<file path="config.mk">
export PLATFORM = sky130hd
export DESIGN_NAME = wecc_front
export DESIGN_NICKNAME = d
export VERILOG_FILES = /design/src/sv/windowed_event_code_counter_macros.svh /design/src/sv/wecc_pkg.sv /design/src/sv/wecc_front.sv
export SDC_FILE = /design/constraint.sdc
export NUM_CORES = 1
export LEC_CHECK = 0
export ABC_AREA = 1
export CAP_MARGIN = 20
export CORE_MARGIN = 4
export CORE_UTILIZATION = 60
export CTS_CLUSTER_SIZE = 8
export DETAILED_ROUTE_END_ITERATION = 7
export DONT_BUFFER_PORTS = 1
export PLACE_DENSITY_LB_ADDON = 0.12
export SLEW_MARGIN = 20
export SYNTH_ARGS = -nofsm -noshare
export SYNTH_HDL_FRONTEND = slang
export SYNTH_SLANG_ARGS = --single-unit
export TNS_END_PERCENT = 5
</file>
<file path="constraint.sdc">
create_clock -name clk -period 4.6 [get_ports clk]
set_clock_uncertainty 0.2 [all_clocks]
set_input_delay 1.15 -clock clk [delete_from_list [all_inputs] [get_ports clk]]
set_output_delay 1.15 -clock clk [all_outputs]
set_load 0.01 [all_outputs]
</file>
<file path="src/sv/windowed_event_code_counter_macros.svh">
// Assertion macros for the windowed event code counter.
// Both macros expect signals named clk and rst in the scope that uses them.
`ifndef WINDOWED_EVENT_CODE_COUNTER_MACROS_SVH
`define WINDOWED_EVENT_CODE_COUNTER_MACROS_SVH

// The consequent must hold in the same cycle as the antecedent.
`define WECC_ASSERT_NOW(label, ante, cons) \
  label: assert property (@(posedge clk) disable iff (rst) (ante) |-> (cons)) \
    else $error("wecc: same-cycle check failed");

// The consequent must hold in the cycle after the antecedent.
`define WECC_ASSERT_NEXT(label, ante, cons) \
  label: assert property (@(posedge clk) disable iff (rst) (ante) |=> (cons)) \
    else $error("wecc: next-cycle check failed");

`endif

</file>
<file path="src/sv/wecc_pkg.sv">
// Shared types, sizes and helper functions of the windowed event code counter.
// No dependencies; the design modules and the testbench import this package.
package wecc_pkg;

  localparam int RING_DEPTH  = 1024;
  localparam int PTR_W       = (RING_DEPTH > 1) ? $clog2(RING_DEPTH) : 1;
  localparam int FILL_W      = $clog2(RING_DEPTH + 1);
  localparam int COUNT_W     = 11;
  localparam int TIME_W      = 31;
  localparam int CODE_W      = 16;
  localparam int QUEUE_DEPTH = 2;
  localparam int QPTR_W      = (QUEUE_DEPTH > 1) ? $clog2(QUEUE_DEPTH) : 1;
  localparam int QCNT_W      = $clog2(QUEUE_DEPTH + 1);
  localparam int CFG_INDEX_W = 1;

  localparam logic [CODE_W-1:0] SPIKE_LOW_RESET  = 16'd600;
  localparam logic [CODE_W-1:0] SPIKE_HIGH_RESET = 16'd700;

  // Input opcode values.
  localparam logic OPC_APPEND = 1'b0;
  localparam logic OPC_QUERY  = 1'b1;

  // Configuration register indexes.
  localparam logic [CFG_INDEX_W-1:0] REG_SPIKE_LOW  = 1'd0;
  localparam logic [CFG_INDEX_W-1:0] REG_SPIKE_HIGH = 1'd1;

  typedef logic [PTR_W-1:0] ptr_t;

  typedef enum logic [0:0] {
    OP_APPEND = 1'b0,
    OP_QUERY  = 1'b1
  } op_t;

  // One classified request as it travels from the front to the back.
  // arg carries the event time of an append or the window of a query;
  // code carries the event code of an append or the match code of a query.
  typedef struct packed {
    op_t                     op;
    logic                    any;
    logic [TIME_W-1:0]       arg;
    logic signed [CODE_W-1:0] code;
  } cmd_t;

  typedef struct packed {
    logic idle;
    logic walking;
    logic delivering;
  } back_stat_t;

  function automatic ptr_t step_back(ptr_t i);
    return (i == '0) ? ptr_t'(RING_DEPTH - 1) : ptr_t'(i - 1'b1);
  endfunction

  function automatic ptr_t step_fwd(ptr_t i);
    return (i == ptr_t'(RING_DEPTH - 1)) ? '0 : ptr_t'(i + 1'b1);
  endfunction

endpackage

</file>
<file path="src/sv/wecc_front.sv">
// Front end: accepts input requests, classifies them and holds them in a short queue.
// Depends on wecc_pkg.
module wecc_front (
  input  logic                                 clk,
  input  logic                                 rst,
  input  logic                                 in_valid,
  output logic                                 in_stall,
  input  logic                                 opcode,
  input  logic [wecc_pkg::TIME_W-1:0]          event_time,
  input  logic signed [wecc_pkg::CODE_W-1:0]   event_code,
  input  logic [wecc_pkg::TIME_W-1:0]          window_length,
  input  logic                                 match_any,
  input  logic signed [wecc_pkg::CODE_W-1:0]   match_code,
  output logic                                 cmd_valid,
  output wecc_pkg::cmd_t                       cmd,
  input  logic                                 cmd_pop
);
  import wecc_pkg::*;

  cmd_t              queue [QUEUE_DEPTH];
  logic [QPTR_W-1:0] wr_ptr;
  logic [QPTR_W-1:0] rd_ptr;
  logic [QCNT_W-1:0] fill;
  cmd_t              cls;
  logic              push;
  logic              is_query;

  always_comb begin
    is_query = (opcode == OPC_QUERY);
    cls.op   = is_query ? OP_QUERY : OP_APPEND;
    cls.any  = is_query & match_any;
    cls.arg  = is_query ? window_length : event_time;
    cls.code = is_query ? match_code : event_code;
  end

  assign in_stall  = (fill == QCNT_W'(QUEUE_DEPTH));
  assign push      = in_valid && !in_stall;
  assign cmd_valid = (fill != '0);
  assign cmd       = queue[rd_ptr];

  always_ff @(posedge clk) begin
    if (push) begin
      queue[wr_ptr] <= cls;
    end
  end

  always_ff @(posedge clk) begin
    if (rst) begin
      wr_ptr <= '0;
      rd_ptr <= '0;
      fill   <= '0;
    end else begin
      if (push) begin
        wr_ptr <= (wr_ptr == QPTR_W'(QUEUE_DEPTH - 1)) ? '0 : QPTR_W'(wr_ptr + 1'b1);
      end
      if (cmd_pop) begin
        rd_ptr <= (rd_ptr == QPTR_W'(QUEUE_DEPTH - 1)) ? '0 : QPTR_W'(rd_ptr + 1'b1);
      end
      case ({push, cmd_pop})
        2'b10:   fill <= QCNT_W'(fill + 1'b1);
        2'b01:   fill <= QCNT_W'(fill - 1'b1);
        default: fill <= fill;
      endcase
    end
  end

endmodule

</file>
==> reports/results.ini <==
[power]
cellLeakagePower_nw=1.67
finalPower_mw=1.97
ir_drop_uv=292
cellPowerDensity_nw_per_um2=416

[detailed_routing]
initialDrtViolationCount=69
totalWireLength_mm=7.12
routedWlPerCell_um=20.3
post_drt_via_cell_ratio=5.69
antenna_left=0
drc=0
dr.pass1.iters=4
vias=1993

[synth]
synth-edff-count=98
ys_top_cells_by_area=edfxtp_1 66%, mux2_2 17%, mux2_4 9.7%
synth_top_area_share_pct=65.9
yosysUniqueCellTypes=16
synth-seq-cells=103
yosysSeqAreaShare_pct=68.1
syn_nets=343
synth_ff_type=edfxtp_1
syn_area_per_cell_sq_um=18.5
synth_area_sq_um=4470
synth.most_common_cell=edfxtp_1
syn_inst=242
synthTopCellsByCount=98 x edfxtp_1, 67 x mux2_2, 29 x mux2_4, 11 x nor2_1, 9 x inv_1
async_flop_share_pct=0
yosys_warnings=0
synth_largest_area_cell=edfxtp_1

[worst_setup_path]
path_class=reg2out
cp-start-kind=register
cp_max_fo=33
required_ns=3.25
crit_path_end_kind=primary output
cp_data_arrival_time_ns=1.94

[timing]
period_needed_ns=3.29
fmax_mhz=304
maxSlewViolCount=0
rsz0062_at_grt=false
setup_tns_ns=0
period_share_pct=71.5
max_slew_margin_pct=42.3
worst_pin_slew_ns=0.865
setup_viol=0
hold_viol=0

[floorplanning]
initial_core_util_pct=61.6
die_x_um=94.3
die_h_um=94.3
core_sq_um=7250
die_area_sq_um=8890
num_rows=31
io-pin-count=151

[global_route]
grt_pass1_vias=2052
grt_overflow=0
antenna_found_initial=0
grt_pass1_wl_mm=10.2
grt_max_degree=51
grtUsageTotal_pct=15.7

[clock_network]
insertion_delay_ns=0.35
holdBufCountCts=0
clk_pin_slew_worst_paths_ns=0.10
htreeDepth=3
cts_buffers=9
cts.sinks=103
cts_max_path_buffers=2
cts_setup_buffers=0
cts_tree=yes
clock-root-buffer=clkbuf_8
ctsResizeCount=0

[finish]
n_antenna_cell=0
final_nets=347
fin_cells=350
area_growth_pct=6.19
drive_gt1_share_pct=47.0

[placement]
dpl.cell_count=334
place.detailed.hpwl_mm=4.81
gp_congestion=0.737
portBuffers=0

[hold_path]
timing.hold.worst.class=reg2reg

[status]
status=finished, final reports clean

[run]
cap_violations=0

[cells in the final DEF (no fill, tap or decap)]
master	synthesis	layout
bufinv_16	0	1
mux2_4	29	29
nand2_1	8	8
a21oi_1	1	1
ha_1	1	1
dfxtp_1	5	4
xnor2_1	1	1
clkbuf_8	0	11
inv_1	9	8
dfxtp_2	0	1
nand4_1	1	1
nor2_4	0	1
o21ai_0	1	1
clkinv_2	0	2
inv_6	0	3
mux2_2	67	67
buf_4	3	3
edfxtp_1	98	98
nor2_1	11	10
[layer usage]
| metal | vias up | GRT usage, % | wire length [um] |
|---|---|---|---|
| met5 | - | 0 | 0 |
| met4 | 0 | 6.98 | 124 |
| met3 | 12 | 4.25 | 607 |
| met2 | 94 | 25.9 | 3450 |
| met1 | 964 | 19.5 | 2940 |
| li1 | 923 | - | - |
[path summary, 6_finish.rpt]
kind,startpoint,to,slack [ns],cells after the start
setup / recovery,register,cmd[11],1.31,2
hold / removal,fill[1],fill[1],0.31,2
setup reg to reg,fill[1],queue[1][11],2.31,5
hold reg to reg,fill[1],fill[1],0.31,2
[where the power goes]
part	switching (mW)	internal, mW	total [mW]
registers	0.0264	1.12	1.15
clock network	0.292	0.286	0.579
logic	0.133	0.113	0.246
[layout make-up]
| class | count | area, sq um |
|---|---|---|
| Tap cell | 99 | 124 |
| Multi-Input combinational cell | 120 | 1310 |
| Inverter | 9 | 35.0 |
| Timing Repair Buffer | 3 | 22.5 |
| Sequential cell | 103 | 3040 |
| Clock buffer | 11 | 151 |
| Clock inverter | 5 | 61.3 |
| Fill cell | 512 | 2510 |
[worst max-delay path, stage by stage, from the launching register on]
cell and delay (ns):
dfxtp_2 0.64, buf_4 0.51, mux2_2 0.43
[state kept, by name, indices dropped and copies added, names as in the netlist, named ones only]
register,flops
queue,98
rd_ptr,1
wr_ptr,1
fill,2
[stage by stage]
step	instance area, sq um	worst slack, ns	utilization (%)	hold slack [ns]
detailed placement	4530	1.66	62.5	0.299
finish	4740	1.31	65.4	0.310
global placement	4530	1.70	62.5	0.295
CTS	4740	1.26	65.4	0.311
global route	4740	1.20	65.4	0.357
floorplan	4470	0.488	-	0.276
[cells by family after synthesis]
logic type | count (synthesis) | synth area share [%]
AND/OR/NAND/NOR | 20 | 1.74
buffers and inverters | 19 | 2.83
adder cells (fa/ha/maj) | 1 | 0.280
multiplexers | 96 | 26.6
XOR/XNOR | 1 | 0.196
AO/OA/AOI/OAI | 2 | 0.224
flip-flops | 103 | 68.1
Note: power is estimated with default switching activity, not from simulation.
